==> config.mk <==
export PLATFORM = sky130hd
export DESIGN_NAME = ddo_ctrl
export DESIGN_NICKNAME = d
export VERILOG_FILES = /design/src/rtl/ddo_pkg.sv /design/src/rtl/ddo_ctrl.sv
export SDC_FILE = /design/constraint.sdc
export NUM_CORES = 1
export LEC_CHECK = 0
export BUFFER_PORTS_ARGS = -buffer_cell sky130_fd_sc_hd__buf_2
export CAP_MARGIN = 40
export CORE_ASPECT_RATIO = 0.6
export CORE_MARGIN = 2
export CORE_UTILIZATION = 30
export CTS_BUF_LIST = sky130_fd_sc_hd__clkbuf_4 sky130_fd_sc_hd__clkbuf_8
export DETAILED_ROUTE_END_ITERATION = 10
export GPL_TIMING_DRIVEN = 0
export PLACE_DENSITY_LB_ADDON = 0.1
export REMOVE_ABC_BUFFERS = 1
export SLEW_MARGIN = 20
export SYNTH_ARGS = -nofsm -noshare
export SYNTH_HDL_FRONTEND = slang
export SYNTH_SLANG_ARGS = --single-unit
==> constraint.sdc <==
create_clock -name i_clk -period 2.54 [get_ports i_clk]
set_clock_uncertainty 0.15 [all_clocks]
set_input_delay 0.127 -clock i_clk [delete_from_list [all_inputs] [get_ports i_clk]]
set_output_delay 0.127 -clock i_clk [all_outputs]
set_load 0.005 [all_outputs]
==> src/rtl/ddo_pkg.sv <==
package ddo_pkg;

    localparam int ANGLE_BITS = 32;
    localparam int TRIG_STEPS = 16;
    localparam int STEP_BITS  = 5;

    localparam logic [31:0] DEG_TO_RAD_Q32  = 32'd74961321;
    localparam logic [31:0] CORDIC_GAIN_Q30 = 32'd652032874;
    localparam logic signed [63:0] ARC_LIMIT = 64'sd68719476736;

    localparam logic [8:0]  DEG_PER_TURN = 9'd360;
    localparam logic [30:0] RECIP_45     = 31'd1527099484;
    localparam logic [31:0] RECIP_3      = 32'd2863311531;

    localparam logic [1:0] CFG_RADIUS = 2'd0;
    localparam logic [1:0] CFG_INV_AXLE = 2'd1;
    localparam logic [1:0] CFG_SWAP = 2'd2;

    typedef struct packed {
        logic load;
        logic gain_mul;
        logic gain_div;
        logic delta;
        logic arc_mul;
        logic arc_scale;
        logic turn_mul;
        logic trig_start;
        logic trig_step;
        logic trig_save;
        logic sum_div;
        logic x_mul;
        logic y_mul;
        logic commit;
    } t_cmd;

    typedef struct packed {
        logic trig_last;
        logic div_last;
        logic [1:0] trig_idx;
    } t_status;

    function automatic logic [31:0] atan_val(input logic [STEP_BITS-1:0] i);
        logic [31:0] r;
        unique case (i)
            5'd0: r = 32'd536870912;  5'd1: r = 32'd316933406;
            5'd2: r = 32'd167458907;  5'd3: r = 32'd85004756;
            5'd4: r = 32'd42667331;   5'd5: r = 32'd21354465;
            5'd6: r = 32'd10679838;   5'd7: r = 32'd5340245;
            5'd8: r = 32'd2670163;    5'd9: r = 32'd1335087;
            5'd10: r = 32'd667544;    5'd11: r = 32'd333772;
            5'd12: r = 32'd166886;    5'd13: r = 32'd83443;
            5'd14: r = 32'd41722;     5'd15: r = 32'd20861;
            5'd16: r = 32'd10430;     5'd17: r = 32'd5215;
            5'd18: r = 32'd2608;      5'd19: r = 32'd1304;
            5'd20: r = 32'd652;       5'd21: r = 32'd326;
            5'd22: r = 32'd163;       5'd23: r = 32'd81;
            default: r = 32'd0;
        endcase
        return r;
    endfunction

    function automatic logic [31:0] angle_mask();
        logic [31:0] m;
        m = '1;
        for (int k = 0; k < 32 - ANGLE_BITS; k++) m[k] = 1'b0;
        return m;
    endfunction

endpackage

==> src/rtl/ddo_ctrl.sv <==
module ddo_ctrl (
    input  logic i_clk,
    input  logic i_rst_n,
    input  logic i_in_valid,
    output logic o_in_ready,
    output logic o_out_valid,
    input  logic i_out_ready,
    input  ddo_pkg::t_status i_status,
    output ddo_pkg::t_cmd o_cmd
);
    import ddo_pkg::*;

    typedef enum logic [13:0] {
        S_IDLE  = 14'b00000000000001,
        S_GMUL  = 14'b00000000000010,
        S_GDIV  = 14'b00000000000100,
        S_DELTA = 14'b00000000001000,
        S_AMUL  = 14'b00000000010000,
        S_ASCL  = 14'b00000000100000,
        S_TURN  = 14'b00000001000000,
        S_TSTA  = 14'b00000010000000,
        S_TSTEP = 14'b00000100000000,
        S_TSAVE = 14'b00001000000000,
        S_SDIV  = 14'b00010000000000,
        S_XMUL  = 14'b00100000000000,
        S_YMUL  = 14'b01000000000000,
        S_COMM  = 14'b10000000000000
    } t_state;

    t_state r_state, n_state;
    logic r_out_valid, n_out_valid;

    assign o_in_ready  = (r_state == S_IDLE) && !r_out_valid;
    assign o_out_valid = r_out_valid;

    always_comb begin
        n_state = r_state;
        n_out_valid = r_out_valid;
        o_cmd = '0;
        if (r_out_valid && i_out_ready) n_out_valid = 1'b0;
        unique case (r_state)
            S_IDLE: begin
                if (i_in_valid && o_in_ready) begin
                    o_cmd.load = 1'b1;
                    n_state = S_GMUL;
                end
            end
            S_GMUL: begin
                o_cmd.gain_mul = 1'b1;
                n_state = S_GDIV;
            end
            S_GDIV: begin
                o_cmd.gain_div = 1'b1;
                if (i_status.div_last) n_state = S_DELTA;
            end
            S_DELTA: begin
                o_cmd.delta = 1'b1;
                n_state = S_AMUL;
            end
            S_AMUL: begin
                o_cmd.arc_mul = 1'b1;
                n_state = S_ASCL;
            end
            S_ASCL: begin
                o_cmd.arc_scale = 1'b1;
                n_state = S_TURN;
            end
            S_TURN: begin
                o_cmd.turn_mul = 1'b1;
                n_state = S_TSTA;
            end
            S_TSTA: begin
                o_cmd.trig_start = 1'b1;
                n_state = S_TSTEP;
            end
            S_TSTEP: begin
                o_cmd.trig_step = 1'b1;
                if (i_status.trig_last) n_state = S_TSAVE;
            end
            S_TSAVE: begin
                o_cmd.trig_save = 1'b1;
                if (i_status.trig_idx == 2'd2) n_state = S_SDIV;
                else n_state = S_TSTA;
            end
            S_SDIV: begin
                o_cmd.sum_div = 1'b1;
                if (i_status.div_last) n_state = S_XMUL;
            end
            S_XMUL: begin
                o_cmd.x_mul = 1'b1;
                n_state = S_YMUL;
            end
            S_YMUL: begin
                o_cmd.y_mul = 1'b1;
                n_state = S_COMM;
            end
            S_COMM: begin
                o_cmd.commit = 1'b1;
                n_out_valid = 1'b1;
                n_state = S_IDLE;
            end
            default: n_state = S_IDLE;
        endcase
    end

    always_ff @(posedge i_clk) begin
        if (!i_rst_n) begin
            r_state <= S_IDLE;
            r_out_valid <= 1'b0;
        end else begin
            r_state <= n_state;
            r_out_valid <= n_out_valid;
        end
    end
endmodule

Yosys cells after proc, flatten, opt, wreduce, memory -nomap -nowiden
Index checks and enable logic that the tools add are counted.

Bits in registers: 15. Latch bits: 0. Memory bits (writable): 0. Memory bits (read-only): 0. Word-level logic and storage cells: 50. Memories: 0.

Add/subtract/negate cells: 0. $mul: 0. Div/mod/pow operators: 0. Magnitude comparators: 0. Equality and inequality tests: 19. Shift-type cells: 0. Multiplexer cells: 23. Bitwise gates (word level): 0. Reductions and logical operators: 6.

Operators by type and width (count): $pmux W14 S13 (1); $mux W14 (4); $mux W1 (17); $eq A14 B1 Y1 const B (1); $eq A14 B10 Y1 const B (1); $eq A14 B11 Y1 const B (1); $eq A14 B12 Y1 const B (1); $eq A14 B13 Y1 const B (1); $eq A14 B14 Y1 const B (1); $eq A14 B2 Y1 const B (1); $eq A14 B3 Y1 const B (1); $eq A14 B4 Y1 const B (1); $eq A14 B5 Y1 const B (1); $eq A14 B6 Y1 const B (1); $eq A14 B7 Y1 const B (1); $eq A14 B8 Y1 const B (1); $eq A14 B9 Y1 const B (1); $mux W11 (1); $ne A2 B2 Y1 const B (3); $reduce_and A4 Y1 (1); $logic_and A1 B1 Y1 (3); $eq A2 B2 Y1 const B (1); $ne A2 B1 Y1 const B (1); $reduce_bool A2 Y1 (1); $logic_not A1 Y1 (1).

Logic depth before layout (Yosys ltp)
Gate-level depths: netlist of the first run.

Word-level depth: 5. Mapped depth: 6. Gate-level depth less buffers: 5.

Least setup slack after synthesis of the first run
OpenSTA, ideal clock, no wires.

Kind: reg-to-reg. Start: reg r_state[4]. End: reg r_state[7]. Setup time: 0.115 ns. Arrival: 1.598 ns. Path slack: 0.677 ns. Stages on the path, launching flop included: 6. Buffers on the path: 0. Period minus slack after synthesis: 1.863 ns. Path through: dfxtp_1 > nor4_4 > nand2_2 > or4_4 > nand3_2 > o21ba_1.

Word-level cells in the longest chain between the ends: 5. Elaborated cells on any way between the ends: 21.

RTL lines: start: declaration (line ddo_ctrl.sv:30) `t_state r_state, n_state;`; start signal: assignment (line ddo_ctrl.sv:111) `r_state <= n_state;`; $eq A14 B1 Y1 (line ddo_ctrl.sv:33, ddo_ctrl.sv:41); $logic_and A1 B1 Y1 (line ddo_ctrl.sv:33) `assign o_in_ready = (r_state == S_IDLE) && !r_out_valid;`; $logic_and A1 B1 Y1 (line ddo_ctrl.sv:43) `if (i_in_valid && o_in_ready) begin`; $ne A2 B1 Y1 (no line); $reduce_and A4 Y1 (no line).

Parallel ways exist; a longest one is shown, timed or not. A chain may end at the register's enable or synchronous reset.

==> results by group, run 1 <==
Outcome
  – Outcome: completed

Clock tree
  – Clock transition at the registers of the reported paths: 0.06 ns
  – Postcts setup bufs: 0
  – Clk_lat worst skew: 0.25 ns
  – Post-cts resize count: 0
  – H-tree depth: 1
  – CTS Sinks: 15
  – Num CTS Buffers: 3
  – CTS tree: built
  – CTS Buffer Depth: 2
  – Clk root buf: clkbuf_8
  – CTS Hold Bufs: 1

Synth
  – Post-synthesis register bit count: 15
  – Post-synthesis cell type count: 43
  – Number of synthesis warnings: 0
  – Post-synth ARST share: 0%
  – Top post-synthesis cells by area: dfxtp_1, nor2_1, nor4_4
  – Post-synthesis average cell area: between 8 and 9 um^2
  – Top-area cell type share of the netlist area: between 30% and 40%
  – Mapped Area: 972 um^2
  – Top_reg_cell synth: dfxtp_1
  – Register area share after synthesis: between 30% and 40%
  – EDFF count, synth: 0
  – Post-synthesis cell count: between 100 and 150
  – Post-synth top area cell: dfxtp_1
  – Synth cell count leaders: dfxtp_1, nor2_1, nor3_1, inv_1, nand3_1

Routing
  – Vias/cell: about 5.3
  – Initial DRT Pass Iterations: 5
  – Met2 WL: about 960 um
  – Routed via count: roughly 940
  – DRC: 0
  – WL final: around 2.6 mm
  – Met3 WL: ~130 um
  – Number of DRC markers in iteration 0: 99
  – DR WL/cell: 14.3 um
  – Post-DRT Antenna Nets: 0
  – Uppermost routed layer: met4
  – M1 WL: 1.43 mm

STA
  – Final Max Slew Viols: 0
  – Worst slew pin tran: 0.499 ns
  – TNS Setup: 0 ns
  – F_max: 0.434 GHz
  – Fin crit period: between 2 and 2.5 ns
  – Hold Fails Final Rpt: 0
  – Slew headroom: about 66%
  – Final setup vio count: 0
  – Fin crit share: 90.8%
  – RSZ-0062 raised after global routing: no

Setup path
  – Crit path max fanout: 10
  – FF-to-FF setup slack: between 0.4 and 0.5 ns
  – Crit path launch: r_state[11]
  – Req. time, crit path: 2.26 ns
  – Cells on worst reg2reg path: 5
  – Crit start category: flop
  – Crit path capture type: primary output
  – Worst setup path endpoint: o_cmd[6]
  – WS Path Type: flop to primary output
  – R2R Path End: r_state[7]
  – Worst EP arrival: between 2 and 2.5 ns
  – R2r startpoint: r_state[4]

GRT
  – Initial antenna violation count: 0
  – GRT Overall Usage: between 10% and 20%
  – First-pass GRT wire length: between 4 and 5 mm
  – Pin count of the biggest net entering global routing: 11
  – GRT overflow: 0
  – Vias in the first global route: 815

Final layout
  – Area grow syn2layout: 21.2%
  – Final-layout fill cell count: 323
  – Post-layout util: approximately two fifths
  – Nets: ~150
  – Non-Filler Instances: 178
  – Inserted Diodes: 0
  – Share of post-route cells with drive strength above 1: approximately a third

Power and ir drop
  – Power per cell area: between 400 and 500 nW/um^2
  – Net Sw Frac: between 20 and 30%
  – Clock power frac: 38.5%
  – Comb pwr share: 15.3%
  – Internal Power: slightly below 400 uW
  – Leak: 0.000556 uW
  – Psw: about 140 uW
  – Share of power burned in registers: ~46%
  – Peak VDD IR: approximately 0.21 mV

Floorplan
  – Core area: about 3000 um^2
  – Die Y-Extent: slightly below 50 um
  – Die width: around 77 um
  – Top-Level Pins: 24
  – Rows: 15
  – Initial Util: about a third
  – DIE AREA: around 3700 um^2

Run
  – Max Cap Viol: 0

Hold path
  – Hold Crit Class: input pin to flop

Place
  – DPL Wire Length: between 2 and 2.5 mm
  – Port Buf Inserts: 23
  – GPL Wtd Cong: between 0.8 and 0.9
  – Inst Count DP: 173
final cells by class:
| type | count | area [um^2] | share of cell area [%] |
|---|---|---|---|
| Sequential cell | 15 | 300 | 25.5 |
| Timing Repair Buffer | 24 | 125 | 10.6 |
| Multi-Input combinational cell | 88 | 633 | 53.7 |
| Tap cell | 42 | 52.6 | 4.46 |
| Inverter | 5 | 18.8 | 1.59 |
| Clock buffer | 4 | 48.8 | 4.14 |
cells in the final DEF (no fill, tap or decap), drive strengths merged, types with 2 or more instances in the layout:
cell	synthesis	routed
o21ai	2	2
nor3	8	8
o31a	2	2
nor2b	3	3
nor3b	2	2
nor2	15	15
a21oi	4	4
buf	2	23
and3b	2	2
nand2	4	4
nand3	7	7
o21a	2	2
xnor2	2	2
and4	4	4
and2b	2	2
and4bb	3	3
nor4b	3	3
xor2	2	2
inv	5	5
nor4	5	5
nand4b	2	2
or4	2	2
dfxtp	15	15
clkbuf	2	4
through the flow:
stage | hold slack (ns) | setup slack (ns) | power (uW) | area [um^2]
3_3_place_gp | 0.261 | 0.455 | 330 | 1120
4_1_cts | 0.00110 | 0.196 | 541 | 1180
2_1_floorplan | 0.0945 | 0.677 | 303 | 952
3_5_place_dp | 0.260 | 0.480 | 330 | 1120
5_1_grt | 0.0222 | 0.0804 | 564 | 1180
6_report | 0.00760 | 0.234 | 532 | 1180
per-layer routing:
| layer | up-vias | GRT usage (%) |
|---|---|---|
| li1 | 464 | - |
| met4 | 0 | 4.64 |
| met3 | 8 | 4.81 |
| met1 | 446 | 22.1 |
| met5 | - | 0 |
| met2 | 26 | 19.5 |
power groups by stage:
stage / combinational (uW) / sequential (uW) / clock (uW)
2_1_floorplan: 53.8 / 249 / 0
3_3_place_gp: 79.7 / 251 / 0
3_5_place_dp: 79.5 / 251 / 0
4_1_cts: 81.4 / 246 / 214
5_1_grt: 91.4 / 246 / 226
6_report: 81.4 / 246 / 204
state kept, by name (all words and copies together), names as in the netlist:
| name | cells |
|---|---|
| o_out_valid | 1 |
| r_state | 14 |
worst min path at each step:
stage	start	endpoint	cells past startpoint
after detailed placement	i_in_valid	r_state[1]	3
after global placement	i_rst_n	r_state[2]	2
after floorplan	i_rst_n	r_state[2]	1
final	i_status[1]	r_state[10]	3
after CTS	i_in_valid	r_state[1]	3
after global routing	i_in_valid	r_state[1]	3
worst max-delay path, cell delays in order, from the launching register on:
cell and delay [ns]:
dfxtp_1 0.41, nor3_2 0.38, nand4b_2 0.19, or3_1 0.38, nor3b_2 0.26, buf_2 0.15
cells by family after synthesis:
kind of cell    Yosys count  synth area share, %
simple gates             68                 50.2
compound gates           16                 11.3
flops                    15                 30.9
buf+inv                   9                 3.99
xor+xnor                  4                 3.60
Power figures use the tool's default switching activity.
==> run 2: changes to the inputs <==
--- a/config.mk
+++ b/config.mk
@@ -5,6 +5,7 @@
 export SDC_FILE = /design/constraint.sdc
 export NUM_CORES = 1
 export LEC_CHECK = 0
+export ABC_AREA = 1
 export BUFFER_PORTS_ARGS = -buffer_cell sky130_fd_sc_hd__buf_2
 export CAP_MARGIN = 40
 export CORE_ASPECT_RATIO = 0.6
==> results by group, run 2 <==
Routing
  – Post-DRT Antenna Nets: 0 (unchanged)
  – Routed via count: 976 (+3.4%)
  – Number of DRC markers in iteration 0: 59 (-40%)
  – WL final: 2.48 mm (-2.8%)
  – Vias/cell: 4.46 (-16%)
  – DR WL/cell: 11.3 um (-21%)
  – DRC: 0 (unchanged)
  – Initial DRT Pass Iterations: 4 (-1)

Power and ir drop
  – Comb pwr share: 23.5% (+8.2 points)
  – Share of power burned in registers: 41.9% (-4.3 points)
  – Peak VDD IR: 0.248 mV (+16%)
  – Net Sw Frac: 30.7% (+5.0 points)
  – Internal Power: 413 uW (+4.6%)
  – Clock power frac: 34.6% (-3.9 points)
  – Leak: 0.000682 uW (+23%)
  – Final Power: 597 uW (+12%)
  – Power per cell area: 493 nW/um^2 (+9.4%)
  – Psw: 183 uW (+34%)

Clock tree
  – CTS tree: built
  – CTS Buffer Depth: 2 (unchanged)
  – Postcts setup bufs: 0 (unchanged)
  – CTS Sinks: 15 (unchanged)
  – Clock transition at the registers of the reported paths: 0.06 ns (about the same)
  – Post-cts resize count: 0 (unchanged)
  – Clk root buf: clkbuf_8
  – H-tree depth: 1 (unchanged)
  – Clk_lat worst skew: 0.25 ns (about the same)
  – Num CTS Buffers: 3 (unchanged)

Synth
  – Top_reg_cell synth: dfxtp_1
  – EDFF count, synth: 0 (unchanged)
  – Post-synthesis cell type count: 28 (-35%)
  – Mapped Area: 982 um^2 (+1.0%)
  – Top post-synthesis cells by area: dfxtp_1, inv_1, nor2_1
  – Post-synth top area cell: dfxtp_1
  – Register area share after synthesis: 30.6% (-0.31 points)
  – Synth cell count leaders: inv_1, nor2_1, nand2_1, dfxtp_1, nor3_1
  – Top-area cell type share of the netlist area: 30.6% (-0.31 points)
  – Post-synthesis register bit count: 15 (unchanged)
  – Number of synthesis warnings: 0 (unchanged)
  – Post-synthesis average cell area: 6.68 um^2 (-23%)
  – Post-synth ARST share: 0% (unchanged)
  – Post-synthesis cell count: 147 (+31%)
  – Most common cell in the netlist: inv_1

STA
  – Fin crit period: 2.07 ns (-0.239 ns)
  – Hold Fails Final Rpt: 0 (unchanged)
  – Worst slew pin tran: 0.505 ns (+0.00518 ns)
  – Slew headroom: 66.3% (-0.075 points)
  – Final Max Slew Viols: 0 (unchanged)
  – Post-route setup slack: 0.473 ns (+0.239 ns)
  – Fin crit share: 81.4% (-9.4 points)
  – TNS Setup: 0 ns (unchanged)
  – RSZ-0062 raised after global routing: no
  – Final setup vio count: 0 (unchanged)
  – F_max: 0.484 GHz (+12%)

Setup path
  – WS Path Type: flop to primary output
  – Crit start category: flop
  – Crit path capture type: primary output
  – Req. time, crit path: 2.26 ns (about the same)
  – Worst EP arrival: 1.79 ns (-0.24 ns)
  – Crit path max fanout: 5 (-5)

Floorplan
  – Die Y-Extent: 48.3 um (+0.47%)
  – Rows: 16 (+1)
  – Top-Level Pins: 24 (unchanged)
  – Initial Util: 30.9% (-1.7 points)
  – DIE AREA: 3760 um^2 (+0.96%)
  – Die width: 77.9 um (+0.49%)
  – Core area: 3180 um^2 (+6.7%)

Final layout
  – Post-layout util: 38.0% (-1.5 points)
  – Highest-count cells in the layout ignoring fill and taps: inv_1, buf_2, nor2_1, nand2_1, dfxtp_1
  – Share of post-route cells with drive strength above 1: 28.2% (-4.2 points)
  – Inserted Diodes: 0 (unchanged)
  – Area grow syn2layout: 23.2%
  – Most flops, register: r_state
  – Nets: 183 (+26%)
  – Most common cell after layout, fill and taps aside: inv_1
  – Max reg flops: 14 (unchanged)

Place
  – GPL Wtd Cong: 0.803 (-0.20%)
  – Pre-CTS worst setup slack: 0.670 ns (+0.190 ns)
  – Port Buf Inserts: 23 (unchanged)
  – DPL Wire Length: 1.94 mm (-4.4%)

GRT
  – GRT Overall Usage: 14.1% (-0.59 points)
  – Initial antenna violation count: 0 (unchanged)
  – GRT overflow: 0 (unchanged)
  – Vias in the first global route: 886 (+8.7%)
  – First-pass GRT wire length: 4.04 mm (+0.17%)
  – Pin count of the biggest net entering global routing: 14 (+3)

Run
  – Max Cap Viol: 0 (unchanged)

Hold path
  – Hold Crit Class: input pin to flop

Outcome
  – Outcome: completed
run 2: area by class of cell:
type                       instances  area (um^2)
clock buffer                       4         48.8
fill                             360         1970
inverter                          34          129
multi-input combinational         95          531
sequential                        15          300
tap                               45         56.3
timing repair buffer              26          145
run 2: power by group through the flow:
stage               Sequential, uW  Combinational, uW  Clock [uW]
floorplan                      254               97.9           0
global route                   252                160         228
detailed placement             256                138           0
CTS                            250                142         216
global placement               255                137           0
finish                         250                140         207
run 2: cell families after synthesis:
family | count (synthesis) | share of synthesized area [%]
and+or+nand+nor | 87 | 48.8
buffers and inverters | 37 | 15.4
DFF | 15 | 30.6
AOI/OAI and AO/OA | 8 | 5.22
run 2: per-layer routing:
metal | wire [um] | GRT usage (%) | up-vias
met3 | 126 | 4.85 | 2
met5 | 0 | 0 | -
met2 | 1020 | 20.5 | 21
met1 | 1330 | 20.3 | 433
li1 | - | - | 520
met4 | 12 | 2.68 | 0
run 2: path summary, 6_finish.rpt:
check / start / endpoint / slack, ns / cells past startpoint
worst max-delay path: r_state[13] / o_cmd[13] / 0.47 / 8
worst max register to register: r_state[13] / r_state[2] / 0.69 / 8
worst min-delay path: i_status[0] / r_state[10] / 0.01 / 4
worst min register to register: o_out_valid / o_out_valid / 0.36 / 2
run 2: what timing repair did:
action                                 4_1_cts  5_1_grt
setup endpoints to repair                    0        0
endpoints found under the hold margin        3        0
hold buffers                                 3        0
run 2: critical path, stage by stage, from the launching register on:
cell and delay, ns:
dfxtp_1 0.32, nor2_1 0.19, nand2_1 0.14, inv_1 0.11, nand2_1 0.15, nor4_1 0.35
nand2_1 0.12, inv_1 0.07, buf_2 0.10
run 2: per-stage QoR:
stage	cells	hold slack, ns	area, um^2
finish	219	0.0146	1210
CTS	219	0.00842	1210
global placement	212	0.231	1130
global route	219	0.0272	1210
floorplan	144	0.0983	960
detailed placement	212	0.239	1130
==> run 3: changes to the inputs <==
==> constraint.sdc (replaced) <==
create_clock -name i_clk -period 2.04 [get_ports i_clk]
set_clock_uncertainty 0.15 [all_clocks]
set_input_delay 0.102 -clock i_clk [delete_from_list [all_inputs] [get_ports i_clk]]
set_output_delay 0.102 -clock i_clk [all_outputs]
set_load 0.005 [all_outputs]
==> results by group, run 3 (synthesis results as in run 2) <==
Outcome
  – Outcome: completed

Clock tree
  – Num CTS Buffers: 3 (unchanged)
  – H-tree depth: 1 (unchanged)
  – Clk root buf: clkbuf_8
  – Clock transition at the registers of the reported paths: 0.06 ns (about the same)
  – CTS tree: built
  – CTS Sinks: 15 (unchanged)
  – CTS Buffer Depth: 2 (unchanged)
  – Postcts setup bufs: 0 (unchanged)
  – Clk_lat worst skew: 0.25 ns (about the same)

STA
  – Fin crit share: between 90% and 100%
  – Final setup vio count: 0 (unchanged)
  – Slew headroom: 66.6% (+0.24 points)
  – Worst slew pin tran: 0.501 ns (-0.00366 ns)
  – F_max: around 0.54 GHz
  – RSZ-0062 raised after global routing: no
  – Hold Fails Final Rpt: 0 (unchanged)
  – Final Max Slew Viols: 0 (unchanged)
  – TNS Setup: 0 ns (unchanged)
  – Fin crit period: between 1.5 and 2 ns

Setup path
  – Worst EP arrival: 1.61 ns (-0.18 ns)
  – Critical path's largest stage delay: 0.33 ns (-0.02 ns)
  – Crit path capture type: primary output
  – Critical path cell sequence: nor2_2, nand2_1, inv_1, nand2_2, nor2_2, nand4_1, inv_1, buf_2
  – Crit start category: flop
  – Crit path max fanout: 5 (unchanged)
  – Worst-path cell with the longest stage delay: dfxtp_1
  – WS Path Type: flop to primary output
  – Req. time, crit path: 1.79 ns (-0.47 ns)

Routing
  – DR WL/cell: 11.4 um (+0.77%)
  – Vias/cell: 4.45 (about the same)
  – Routed via count: 984 (+0.82%)
  – DRC: 0 (unchanged)
  – Initial DRT Pass Iterations: 4 (unchanged)
  – Post-DRT Antenna Nets: 0 (unchanged)
  – Number of DRC markers in iteration 0: 56 (-5.1%)
  – WL final: 2.52 mm (+1.7%)

Final layout
  – Final-layout fill cell count: 356 (-1.1%)
  – Final std cell area, no fill: 1260 um^2 (+3.9%)
  – Most flops, register: r_state
  – Share of post-route cells with drive strength above 1: 30.1% (+2.0 points)
  – Highest-count cells in the layout ignoring fill and taps: inv_1, buf_2, nand2_1, nor2_1, dfxtp_1
  – Non-Filler Instances: 221 (+0.91%)
  – Inserted Diodes: 0 (unchanged)
  – Nets: 185 (+1.1%)
  – Area grow syn2layout: 28.0%
  – Most common cell after layout, fill and taps aside: inv_1
  – Max reg flops: 14 (unchanged)

Floorplan
  – Initial Util: 30.9% (unchanged)
  – Die Y-Extent: 48.3 um (unchanged)
  – Core area: 3180 um^2 (unchanged)
  – Top-Level Pins: 24 (unchanged)
  – Die width: 77.9 um (unchanged)
  – DIE AREA: 3760 um^2 (unchanged)
  – Rows: 16 (unchanged)

Power and ir drop
  – Leak: 0.000698 uW (+2.3%)
  – Power per cell area: 603 nW/um^2 (+22%)
  – Peak VDD IR: 0.311 mV (+25%)

GRT
  – First-pass GRT wire length: 4.08 mm (+0.84%)
  – Pin count of the biggest net entering global routing: 14 (unchanged)
  – GRT overflow: 0 (unchanged)
  – Initial antenna violation count: 0 (unchanged)
  – GRT Overall Usage: 14.2% (+0.080 points)
  – Vias in the first global route: 890 (+0.45%)

Run
  – Max Cap Viol: 0 (unchanged)

Place
  – DPL Wire Length: 1.94 mm (unchanged)
  – GPL Wtd Cong: 0.803 (unchanged)
  – Port Buf Inserts: 23 (unchanged)
  – Inst Count DP: 212 (unchanged)
  – DP Area: 1130 um^2 (unchanged)

Hold path
  – Hold Crit Class: input pin to flop
## run 3: cell types whose count changed in the layout (fill, tap and decap cells not counted), sizes merged
cell         change
dlygate4sd3      +2
## run 3: worst paths after layout
kind                  to  slack, ns   startpoint  cells after the start
max reg2reg   r_state[2]       0.22   r_state[4]                     10
min reg2reg  r_state[10]       0.37  r_state[10]                      2
max             o_cmd[7]       0.17  r_state[13]                      8
min          r_state[10]       0.06  i_status[1]                      5
## run 3: final cells by class
type	count	area (um^2)	area share [%]
Clock buffer	4	48.8	3.88
Inverter	34	129	10.2
Multi-Input combinational cell	95	558	44.4
Sequential cell	15	300	23.9
Tap cell	45	56.3	4.48
Timing Repair Buffer	28	165	13.1
## run 3: metal layers
metal | up-vias | wire (um) | global-route usage, %
li1 | 523 | - | -
met1 | 436 | 1370 | 20.5
met2 | 21 | 1010 | 20.5
met3 | 4 | 120 | 4.85
met4 | 0 | 25 | 2.68
met5 | - | 0 | 0
## run 3: stage by stage
stage | hold WS, ns | setup WS [ns] | total power, uW | utilization, %
CTS | 0.0513 | 0.0543 | 763 | 38.8
finish | 0.0556 | 0.173 | 759 | 39.5
global route | 0.0843 | 0.0400 | 810 | 39.5
global placement | 0.206 | 0.171 | 487 | 35.5
floorplan | 0.0733 | 0.490 | 438 | -
detailed placement | 0.214 | 0.170 | 490 | 35.5
## run 3: repair_timing
action / 4_1_cts / 5_1_grt
hold buffers: 5 / 0
cloned: 0 / 0
gates resized for setup: 1 / 5
setup endpoints to repair: 1 / 6
endpoints found under the hold margin: 6 / 0
## run 3: power breakdown
group          leakage, uW  internal (uW)  switching, uW  total (uW)
combinational     0.000551           69.4            119         188
sequential        0.000121            303           8.31         312
clock            0.0000262            152            107         259
## run 3: critical path: cells and delay by family, from the launching register on
family / cells / cell delay (ns)
buf+inv: 3 / 0.30
simple gates: 5 / 0.73
flops: 1 / 0.33
